==> config.mk <==
export PLATFORM = sky130hd
export DESIGN_NAME = encoder_period_frequency_meter_flat
export DESIGN_NICKNAME = d
export VERILOG_FILES = /design/src/epfm_pkg.sv /design/src/epfm_if.sv /design/src/epfm_cfg.sv /design/src/epfm_div.sv /design/src/encoder_period_frequency_meter.sv /design/src/flat_wrapper.sv
export SDC_FILE = /design/constraint.sdc
export NUM_CORES = 1
export LEC_CHECK = 0
export ABC_AREA = 1
export ABC_CLOCK_PERIOD_IN_PS = 9200
export BUFFER_PORTS_ARGS = -buffer_cell sky130_fd_sc_hd__buf_2
export CAP_MARGIN = 20
export CORE_UTILIZATION = 25
export DETAILED_ROUTE_END_ITERATION = 12
export HOLD_SLACK_MARGIN = 0.03
export PLACE_DENSITY = 0.5
export SETUP_SLACK_MARGIN = 0.4
export SYNTH_ARGS = -nofsm -noshare
export SYNTH_HDL_FRONTEND = slang
export SYNTH_SLANG_ARGS = --single-unit
==> constraint.sdc <==
create_clock -name clk -period 9.2 [get_ports clk]
set_clock_uncertainty 0.15 [all_clocks]
set_input_delay 0.92 -clock clk [delete_from_list [all_inputs] [get_ports clk]]
set_output_delay 0.92 -clock clk [all_outputs]
set_load 0.03 [all_outputs]
==> src/epfm_pkg.sv <==
// shared types and constants of the encoder period and frequency meter
// no dependencies; used by the interfaces and every module under src

package epfm_pkg;

	// widths of the item fields and registers
	localparam int TIME_W   = 48;
	localparam int MAG_W    = 31;
	localparam int PERIOD_W = 32;
	localparam int FREQ_W   = 29;
	localparam int DEB_W    = 16;
	localparam int MAXP_W   = 24;
	localparam int MINP_W   = 16;
	localparam int CFG_IDX_W  = 2;
	localparam int CFG_DATA_W = 24;

	// 1e6 Hz*us scaled by 2^8 fraction bits: quotient is the Q8 frequency
	localparam int QUO_W = 28;
	localparam logic [QUO_W-1:0] FREQ_NUM_Q8 = 28'd256000000;
	localparam int DIV_CNT_W = 5;
	localparam logic [DIV_CNT_W-1:0] DIV_STEPS = 5'(QUO_W);

	// largest period magnitude before saturation
	localparam logic [MAG_W-1:0] PERIOD_SAT = '1;

	// register reset values
	localparam logic [DEB_W-1:0]  DEB_RESET  = '0;
	localparam logic [MAXP_W-1:0] MAXP_RESET = 24'd1000000;
	localparam logic [MINP_W-1:0] MINP_RESET = 16'd1;

	// register indexes on the configuration channel
	typedef enum logic [CFG_IDX_W-1:0] {
		REG_DEBOUNCE   = 2'd0,
		REG_MAX_PERIOD = 2'd1,
		REG_MIN_PERIOD = 2'd2
	} cfg_reg_t;

	// action codes of an input item
	typedef enum logic {
		ACT_EDGE  = 1'b0,
		ACT_QUERY = 1'b1
	} action_t;

	// result status codes
	typedef enum logic [1:0] {
		ST_VALID     = 2'd0,
		ST_TIMEOUT   = 2'd1,
		ST_BELOW_MIN = 2'd2,
		ST_NO_PERIOD = 2'd3
	} status_t;

	// current register values handed to the datapath
	typedef struct packed {
		logic [DEB_W-1:0]  debounce_us;
		logic [MAXP_W-1:0] max_period_us;
		logic [MINP_W-1:0] min_period_us;
	} cfg_regs_t;

	// sequencer states
	typedef enum logic [2:0] {
		S_IDLE,
		S_EDGE,
		S_UPDATE,
		S_CHECK,
		S_DIVIDE,
		S_FINISH
	} state_t;

endpackage

==> src/epfm_if.sv <==
// channel interfaces: input item, result item and configuration write
// depends on epfm_pkg for field widths

interface epfm_req_if;
	logic                              valid;
	logic                              ready;
	logic                              action;
	logic [epfm_pkg::TIME_W-1:0]       now_us;
	logic                              level_b;

	modport source (output valid, action, now_us, level_b, input ready);
	modport sink   (input valid, action, now_us, level_b, output ready);
endinterface

interface epfm_rsp_if;
	logic                                valid;
	logic                                ready;
	logic signed [epfm_pkg::FREQ_W-1:0]  freq_q8;
	logic signed [epfm_pkg::PERIOD_W-1:0] period_us;
	logic [1:0]                          status;
	logic                                edge_accepted;

	modport source (output valid, freq_q8, period_us, status, edge_accepted, input ready);
	modport sink   (input valid, freq_q8, period_us, status, edge_accepted, output ready);
endinterface

interface epfm_cfg_if;
	logic                                valid;
	logic                                ready;
	logic [epfm_pkg::CFG_IDX_W-1:0]      index;
	logic [epfm_pkg::CFG_DATA_W-1:0]     data;

	modport source (output valid, index, data, input ready);
	modport sink   (input valid, index, data, output ready);
endinterface

==> src/epfm_cfg.sv <==
// configuration register file: debounce, timeout and minimum period
// depends on epfm_pkg and epfm_cfg_if

module epfm_cfg (
	input  logic                clk,
	input  logic                arst_n,
	epfm_cfg_if.sink            cfg,
	output epfm_pkg::cfg_regs_t regs
);

	epfm_pkg::cfg_regs_t regs_q;

	// writes are always taken
	assign cfg.ready = 1'b1;
	assign regs      = regs_q;

	// register write, keeping only each register's width
	always_ff @(posedge clk or negedge arst_n) begin
		if (!arst_n) begin
			regs_q.debounce_us   <= epfm_pkg::DEB_RESET;
			regs_q.max_period_us <= epfm_pkg::MAXP_RESET;
			regs_q.min_period_us <= epfm_pkg::MINP_RESET;
		end else if (cfg.valid) begin
			unique case (cfg.index)
				epfm_pkg::REG_DEBOUNCE:
					regs_q.debounce_us <= cfg.data[epfm_pkg::DEB_W-1:0];
				epfm_pkg::REG_MAX_PERIOD:
					regs_q.max_period_us <= cfg.data[epfm_pkg::MAXP_W-1:0];
				epfm_pkg::REG_MIN_PERIOD:
					regs_q.min_period_us <= cfg.data[epfm_pkg::MINP_W-1:0];
				default: ;
			endcase
		end
	end

endmodule

==> src/epfm_div.sv <==
// bit-serial restoring divider: constant Q8 numerator over period magnitude
// depends on epfm_pkg; one quotient bit per cycle

module epfm_div (
	input  logic                               clk,
	input  logic                               arst_n,
	input  logic                               start,
	input  logic [epfm_pkg::MAG_W-1:0]         divisor,
	output logic                               done,
	output logic [epfm_pkg::QUO_W-1:0]         quotient
);

	logic [epfm_pkg::DIV_CNT_W-1:0] cnt_q;
	logic                           done_q;
	logic [epfm_pkg::MAG_W-1:0]     rem_q;
	logic [epfm_pkg::QUO_W-1:0]     dq_q;
	logic [epfm_pkg::MAG_W:0]       trial;
	logic                           fits;

	// shift in the next numerator bit and try the subtraction
	assign trial = {rem_q, dq_q[epfm_pkg::QUO_W-1]};
	assign fits  = trial >= {1'b0, divisor};

	assign done     = done_q;
	assign quotient = dq_q;

	// step counter and completion flag
	always_ff @(posedge clk or negedge arst_n) begin
		if (!arst_n) begin
			cnt_q  <= '0;
			done_q <= 1'b0;
		end else begin
			done_q <= (cnt_q == epfm_pkg::DIV_CNT_W'(1));
			if (start)
				cnt_q <= epfm_pkg::DIV_STEPS;
			else if (cnt_q != '0)
				cnt_q <= cnt_q - epfm_pkg::DIV_CNT_W'(1);
		end
	end

	// remainder and numerator/quotient shift register
	always_ff @(posedge clk) begin
		if (start) begin
			rem_q <= '0;
			dq_q  <= epfm_pkg::FREQ_NUM_Q8;
		end else if (cnt_q != '0) begin
			if (fits)
				rem_q <= epfm_pkg::MAG_W'(trial - {1'b0, divisor});
			else
				rem_q <= trial[epfm_pkg::MAG_W-1:0];
			dq_q <= {dq_q[epfm_pkg::QUO_W-2:0], fits};
		end
	end

endmodule

==> src/encoder_period_frequency_meter.sv <==
// encoder period and frequency meter, top level with the item sequencer
// depends on epfm_pkg, epfm_if, epfm_cfg and epfm_div
//
// Usage:
//   req carries one item per edge of encoder channel A (action 0) or a query
//   (action 1), with a microsecond timestamp and the level of channel B.
//   rsp returns exactly one item for each req item: signed Q8 frequency,
//   stored signed period, status and whether the edge passed debounce.
//   cfg writes debounce_us (index 0), max_period_us (1), min_period_us (2);
//   it is always ready and should only be written while the block is idle.
// Timing:
//   an item is processed one at a time; req.ready is high only when idle.
//   A valid frequency passes through the 28 steps of the bit-serial divider
//   between acceptance and rsp.valid; timed-out, below-minimum and
//   zero-period items skip the divider. The next item is accepted the cycle
//   after the result is loaded into the output register.
// Reset:
//   arst_n clears the stored period and last edge time to zero and loads
//   the register defaults (0, 1000000, 1).
// Stall:
//   a finished result waits in the output register; the following result
//   waits in the sequencer until that register is taken.

module encoder_period_frequency_meter (
	input  logic       clk,
	input  logic       arst_n,
	epfm_req_if.sink   req,
	epfm_rsp_if.source rsp,
	epfm_cfg_if.sink   cfg
);

	epfm_pkg::cfg_regs_t regs;
	epfm_pkg::state_t    state_q, state_d;

	// captured item
	logic                               action_q;
	logic [epfm_pkg::TIME_W-1:0]        now_q;
	logic                               level_q;

	// persistent state: period as sign and magnitude, last edge time
	logic [epfm_pkg::TIME_W-1:0]        last_q;
	logic [epfm_pkg::MAG_W-1:0]         mag_q;
	logic                               neg_q;

	// per item working registers
	logic                               acc_q;
	logic [epfm_pkg::TIME_W-1:0]        diff_q;
	epfm_pkg::status_t                  status_q;
	logic                               out_valid_q;

	logic                               edge_ok;
	logic                               timeout;
	logic                               below_min;
	logic                               freq_ok;
	logic                               div_start;
	logic                               div_done;
	logic [epfm_pkg::QUO_W-1:0]         quotient;
	logic                               load_out;
	logic [epfm_pkg::FREQ_W-1:0]        fmag;
	logic [epfm_pkg::PERIOD_W-1:0]      pmag;

	epfm_cfg u_cfg (
		.clk    (clk),
		.arst_n (arst_n),
		.cfg    (cfg),
		.regs   (regs)
	);

	epfm_div u_div (
		.clk      (clk),
		.arst_n   (arst_n),
		.start    (div_start),
		.divisor  (mag_q),
		.done     (div_done),
		.quotient (quotient)
	);

	// debounce window and timeout window compares
	assign edge_ok = (action_q == epfm_pkg::ACT_EDGE) &&
		({1'b0, now_q} > ({1'b0, last_q} + {33'b0, regs.debounce_us}));
	assign timeout = {1'b0, now_q} > ({1'b0, last_q} + {25'b0, regs.max_period_us});
	assign below_min = mag_q < {15'b0, regs.min_period_us};
	assign freq_ok   = !timeout && !below_min && (mag_q != '0);

	// next state
	always_comb begin
		state_d = state_q;
		unique case (state_q)
			epfm_pkg::S_IDLE:   if (req.valid) state_d = epfm_pkg::S_EDGE;
			epfm_pkg::S_EDGE:   state_d = epfm_pkg::S_UPDATE;
			epfm_pkg::S_UPDATE: state_d = epfm_pkg::S_CHECK;
			epfm_pkg::S_CHECK:
				state_d = freq_ok ? epfm_pkg::S_DIVIDE : epfm_pkg::S_FINISH;
			epfm_pkg::S_DIVIDE: if (div_done) state_d = epfm_pkg::S_FINISH;
			epfm_pkg::S_FINISH:
				if (!out_valid_q || rsp.ready) state_d = epfm_pkg::S_IDLE;
			default:            state_d = epfm_pkg::S_IDLE;
		endcase
	end

	// sequencer outputs
	always_comb begin
		req.ready = (state_q == epfm_pkg::S_IDLE);
		div_start = (state_q == epfm_pkg::S_CHECK) && freq_ok;
		load_out  = (state_q == epfm_pkg::S_FINISH) && (!out_valid_q || rsp.ready);
	end

	always_ff @(posedge clk or negedge arst_n) begin
		if (!arst_n)
			state_q <= epfm_pkg::S_IDLE;
		else
			state_q <= state_d;
	end

	// item capture, edge qualification, difference and status
	always_ff @(posedge clk) begin
		if (req.valid && req.ready) begin
			action_q <= req.action;
			now_q    <= req.now_us;
			level_q  <= req.level_b;
		end
		if (state_q == epfm_pkg::S_EDGE) begin
			acc_q  <= edge_ok;
			diff_q <= now_q - last_q;
		end
		if (state_q == epfm_pkg::S_CHECK) begin
			priority if (timeout)
				status_q <= epfm_pkg::ST_TIMEOUT;
			else if (below_min)
				status_q <= epfm_pkg::ST_BELOW_MIN;
			else if (mag_q == '0)
				status_q <= epfm_pkg::ST_NO_PERIOD;
			else
				status_q <= epfm_pkg::ST_VALID;
		end
	end

	// stored period and last edge time
	always_ff @(posedge clk or negedge arst_n) begin
		if (!arst_n) begin
			last_q <= '0;
			mag_q  <= '0;
			neg_q  <= 1'b0;
		end else if (state_q == epfm_pkg::S_UPDATE && acc_q) begin
			last_q <= now_q;
			neg_q  <= level_q;
			if (diff_q > {17'b0, epfm_pkg::PERIOD_SAT})
				mag_q <= epfm_pkg::PERIOD_SAT;
			else
				mag_q <= diff_q[epfm_pkg::MAG_W-1:0];
		end else if (state_q == epfm_pkg::S_CHECK && !timeout && below_min) begin
			mag_q <= '0;
			neg_q <= 1'b0;
		end
	end

	// signed result values
	assign fmag = {1'b0, quotient};
	assign pmag = {1'b0, mag_q};

	// output register
	always_ff @(posedge clk or negedge arst_n) begin
		if (!arst_n)
			out_valid_q <= 1'b0;
		else if (load_out)
			out_valid_q <= 1'b1;
		else if (rsp.ready)
			out_valid_q <= 1'b0;
	end

	always_ff @(posedge clk) begin
		if (load_out) begin
			if (status_q == epfm_pkg::ST_VALID)
				rsp.freq_q8 <= neg_q ? -fmag : fmag;
			else
				rsp.freq_q8 <= '0;
			rsp.period_us     <= neg_q ? -pmag : pmag;
			rsp.status        <= status_q;
			rsp.edge_accepted <= acc_q;
		end
	end

	assign rsp.valid = out_valid_q;

endmodule

==> src/flat_wrapper.sv <==
// flat-port wrapper written by rule: the top's interface ports become plain ports
module encoder_period_frequency_meter_flat 
  (clk, arst_n, req_valid, req_action, req_now_us, req_level_b, req_ready, rsp_valid, rsp_freq_q8, rsp_period_us, rsp_status, rsp_edge_accepted, rsp_ready, cfg_valid, cfg_index, cfg_data, cfg_ready);
  epfm_req_if req_i ();
  epfm_rsp_if rsp_i ();
  epfm_cfg_if cfg_i ();
  input  logic clk;
  input  logic arst_n;
  input wire logic [$bits(req_i.valid)-1:0] req_valid;
  input wire logic [$bits(req_i.action)-1:0] req_action;
  input wire logic [$bits(req_i.now_us)-1:0] req_now_us;
  input wire logic [$bits(req_i.level_b)-1:0] req_level_b;
  output wire logic [$bits(req_i.ready)-1:0] req_ready;
  output wire logic [$bits(rsp_i.valid)-1:0] rsp_valid;
  output wire logic [$bits(rsp_i.freq_q8)-1:0] rsp_freq_q8;
  output wire logic [$bits(rsp_i.period_us)-1:0] rsp_period_us;
  output wire logic [$bits(rsp_i.status)-1:0] rsp_status;
  output wire logic [$bits(rsp_i.edge_accepted)-1:0] rsp_edge_accepted;
  input wire logic [$bits(rsp_i.ready)-1:0] rsp_ready;
  input wire logic [$bits(cfg_i.valid)-1:0] cfg_valid;
  input wire logic [$bits(cfg_i.index)-1:0] cfg_index;
  input wire logic [$bits(cfg_i.data)-1:0] cfg_data;
  output wire logic [$bits(cfg_i.ready)-1:0] cfg_ready;
  assign req_i.valid = req_valid;
  assign req_i.action = req_action;
  assign req_i.now_us = req_now_us;
  assign req_i.level_b = req_level_b;
  assign req_ready = req_i.ready;
  assign rsp_valid = rsp_i.valid;
  assign rsp_freq_q8 = rsp_i.freq_q8;
  assign rsp_period_us = rsp_i.period_us;
  assign rsp_status = rsp_i.status;
  assign rsp_edge_accepted = rsp_i.edge_accepted;
  assign rsp_i.ready = rsp_ready;
  assign cfg_i.valid = cfg_valid;
  assign cfg_i.index = cfg_index;
  assign cfg_i.data = cfg_data;
  assign cfg_ready = cfg_i.ready;
  encoder_period_frequency_meter u_core (.clk(clk), .arst_n(arst_n), .req(req_i), .rsp(rsp_i), .cfg(cfg_i));
endmodule
==> impl_results.md <==
* Clk pin slew, worst setup/hold paths at 0.06 ns
* Gpl congestion at a little over 0.9
* Number of gates resized after CTS at 0
* Cell Count Post-Placement at 4871
* Max_slew headroom at 0.3256
* Top-level I/O count at 148
* Per-instance average area after synthesis at 7.725 sq um
* H-tree levels at 2
* Most instantiated cells after synthesis: nand2_1 (762), inv_1 (474), nor2_1 (282), o21ai_0 (270), ha_1 (234)
* Iter 0 DRT Violations at between 1000 and 1500
* Grt total ovfl at 0
* Required time at the worst-slack endpoint at 9.53 ns
* Number of hold-repair buffers added at the cts stage at 0
* Cell Pwr Density at 389.6 nW/um^2
* Fin util at 0.2897
* Number of diodes added for antenna fixing at 0
* Type of the worst setup path: flop to flop
* Max Freq at between 150 and 200 MHz
* Worst-Margin Slew at 1.009 ns
* Antenna Nets Post-Route at 0
* Final standard cell count with taps included and fillers excluded at 4960
* Number of global-route vias before repair at 22600
* Data arrival time of the worst path at about 5.7 ns
* Net switching component of the power at around 0.0057 W
* Overall die height at approximately 330 um
* Global-route wire length before repair at 130900 um
* Seq pwr share at 0.264
* Post-route minimum period at 5.359 ns
* Number of clock sinks seen by CTS at 370
* Final-layout setup total negative slack at 0 ns
* Area of the core region at 103900 sq um
* Number of slew-limit violations in the final report at 0
* Status: finished, final reports clean
* Unrepaired setup endpoints after global routing: no
* Cell with the most instances after synthesis: nand2_1
* Post-detailed-route wirelength per cell at ~17 um
* Crit path capture type: flop
* Synthesis-stage register bit count at 370
* Fraction of power spent switching nets at 0.4897
* Clock latency reported for the late side of the worst-skew pair at ~0.61 ns
* Length in cells of the worst reg-to-reg path at 22
* Count of flip-flops with a built-in enable after synthesis at 165
* Cell taking the most area after synthesis: edfxtp_1
* Clock tree from TritonCTS: done
* Post-CTS Setup Inserts at 0
* Type of element launching the critical path: flop
* Peak fanout along the critical path at 64
* Post-Synthesis Cells at ~3400
* Final setup viols at 0
* Leakage power summed over all cells at 13.65 nW
* Total DRC errors in the routed layout at 0
* Initial standard-cell utilization of the core at 0.2530
* Yosys top cell area share at 0.1884
* Clock network fraction of total power at 0.163
* HP Class: primary input to asynchronous set/reset pin
* Post-detailed-placement half-perimeter wirelength at about 67000 um
* Number of iterations in the first detailed-routing pass at 6
* Post-synth top flop: edfxtp_1
* Number of antenna violations at the first check in global routing at 1
* Number of warnings printed during yosys synthesis at 0
* Layout Nets at 3860
* Via count at approximately 23000
* Max-cap violations at 0
* Number of distinct library cells after synthesis at 63
* Filler Cell Count at 11430
* Internal power contribution at 0.005987 W
* Site Rows at 118
* Max Root-Sink Buffers at 3
* Sequential element share of the synthesized area at 0.3727
* Die footprint at 106500 sq um
* Number of failing hold endpoints at the final stage at 0
* Asr flop ratio synth at 0.3946
* Area delta synth->final at 14.52%
* Net Count, Synth at 3723
* Combinational share of power at 0.573
* Port Buf Inserts at 146
* Die outline width at about 330 um
* Maximum number of pins on one net before global-route repair at 87
* Portion of the clock cycle consumed by the worst path in the final layout at 0.5826
* CTS buffer count at 47
* Overall Global Routing Usage at 0.1577
* Mapped cell area at 26300 sq um
* Largest cells by area after synthesis: edfxtp_1 (19%), dfrtp_1 (13%), ha_1 (11%)
* Total wirelength of the detailed-routed design at between 80000 and 90000 um
* CTS Root Buffer Type: clkbuf_16
* Via-to-Cell Ratio at 4.593
* Layout cell share with drive strength beyond 1 at 0.08966
* Maximum ir drop on the vdd rail at 0.1834 mV
-- per-stage QoR --
stage | hold slack, ns | power [W] | cell area [sq um] | worst slack [ns]
2_1_floorplan | 0.2757 | 0.007905 | 26300 | 4.155
3_3_place_gp | 0.2867 | 0.009782 | 28510 | 3.921
3_5_place_dp | 0.2870 | 0.009821 | 28510 | 3.784
4_1_cts | 0.2517 | 0.01181 | 30090 | 3.755
5_1_grt | 0.2775 | 0.01288 | 30120 | 3.264
6_report | 0.2043 | 0.01173 | 30120 | 3.841
-- registers in the layout, summed over array words and instances, names as in the netlist --
signal and cells:
u_core.mag_q 31, u_core.state_q 3, u_core.rsp.edge_accepted 1, u_core.u_div.rem_q 31
u_core.now_q 48, u_core.u_div.cnt_q 5, u_core.rsp.status 2, u_core.last_q 48
u_core.rsp.valid 1, u_core.rsp.period_us 32, u_core.level_q 1, u_core.action_q 1
u_core.u_cfg.regs 56, u_core.rsp.freq_q8 29, u_core.u_div.quotient 28, u_core.diff_q 48
u_core.neg_q 1, u_core.u_div.done 1, u_core.acc_q 1, u_core.status_q 2
-- routing by layer --
| metal | track usage | routed length, um | vias to the layer above |
|---|---|---|---|
| met5 | 0 | 0 | - |
| met4 | 0.03931 | 1817 | 0 |
| met3 | 0.01974 | 3466 | 102 |
| met2 | 0.2640 | 39360 | 460 |
| met1 | 0.2143 | 40180 | 10610 |
| li1 | - | - | 11610 |
-- cell families after synthesis --
logic type,count (synthesis),share of synthesized area
flops,370,0.3727
compound gates,626,0.1303
buf+inv,554,0.08279
other cells,1,0.0001426
simple gates,1424,0.2353
mux,8,0.003426
xor+xnor,183,0.06095
fa+ha+maj,238,0.1144
-- critical path, stage by stage (launching register included) --
cell and delay (ns):
dfrtp_1 0.49, inv_1 0.13, fa_1 0.46, nand3b_1 0.17, nand2_1 0.15, nand2_1 0.07
nand2_1 0.16, a21oi_1 0.14, o21ai_1 0.31, nand2_1 0.09, nand2_1 0.29, nand3_1 0.14
xor2_1 0.17, ha_1 0.31, nand2_1 0.08, nor3_1 0.34, nand3b_1 0.12, nor2_1 0.14
a21oi_2 0.07, nand2_4 0.15, nand3_4 0.67, o211ai_1 0.38, inv_2 0.04
-- placed cells by master, fill, tap and decap left out, types with 28 or more instances in the layout --
cell type,count
a21oi_1,224
buf_2,145
clkbuf_16,48
dfrtp_1,138
dfxtp_1,59
edfxtp_1,165
ha_1,234
inv_1,473
nand2_1,762
nand3_1,177
nand4_1,74
nor2_1,280
nor3_1,47
o21ai_0,270
o21ai_1,28
xnor2_1,40
xor2_1,143
-- power groups by stage --
stage	combinational [W]	clock, W	sequential (W)
3_5_place_dp	0.00670	0	0.00312
2_1_floorplan	0.00494	0	0.00297
4_1_cts	0.00674	0.00198	0.00310
3_3_place_gp	0.00666	0	0.00312
5_1_grt	0.00768	0.00204	0.00317
6_report	0.00672	0.00192	0.00309
-- layout make-up --
class                           instances  area, sq um  area share
Clock buffer                           64         1301     0.04321
Clock inverter                         24        276.5    0.009182
Inverter                              482         1809     0.06008
Multi-Input combinational cell       2480        14340      0.4762
Sequential cell                       370         9799      0.3254
Tap cell                             1380         1727     0.05734
Timing Repair Buffer                  160        862.1     0.02863
-- worst paths after layout --
kind                                             to              from  slack, ns
max                          u_core.u_div.rem_q[23]  u_core.last_q[1]       3.84
min                               u_core.last_q[39]            arst_n       0.20
max reg2reg                  u_core.u_div.rem_q[23]  u_core.last_q[1]       3.84
min reg2reg                u_core.rsp.edge_accepted      u_core.acc_q       0.30
max in group asynchronous      u_core.u_cfg.regs[3]            arst_n       7.19
min in group clk           u_core.rsp.edge_accepted      u_core.acc_q       0.30
Power figures use the tool's default switching activity.
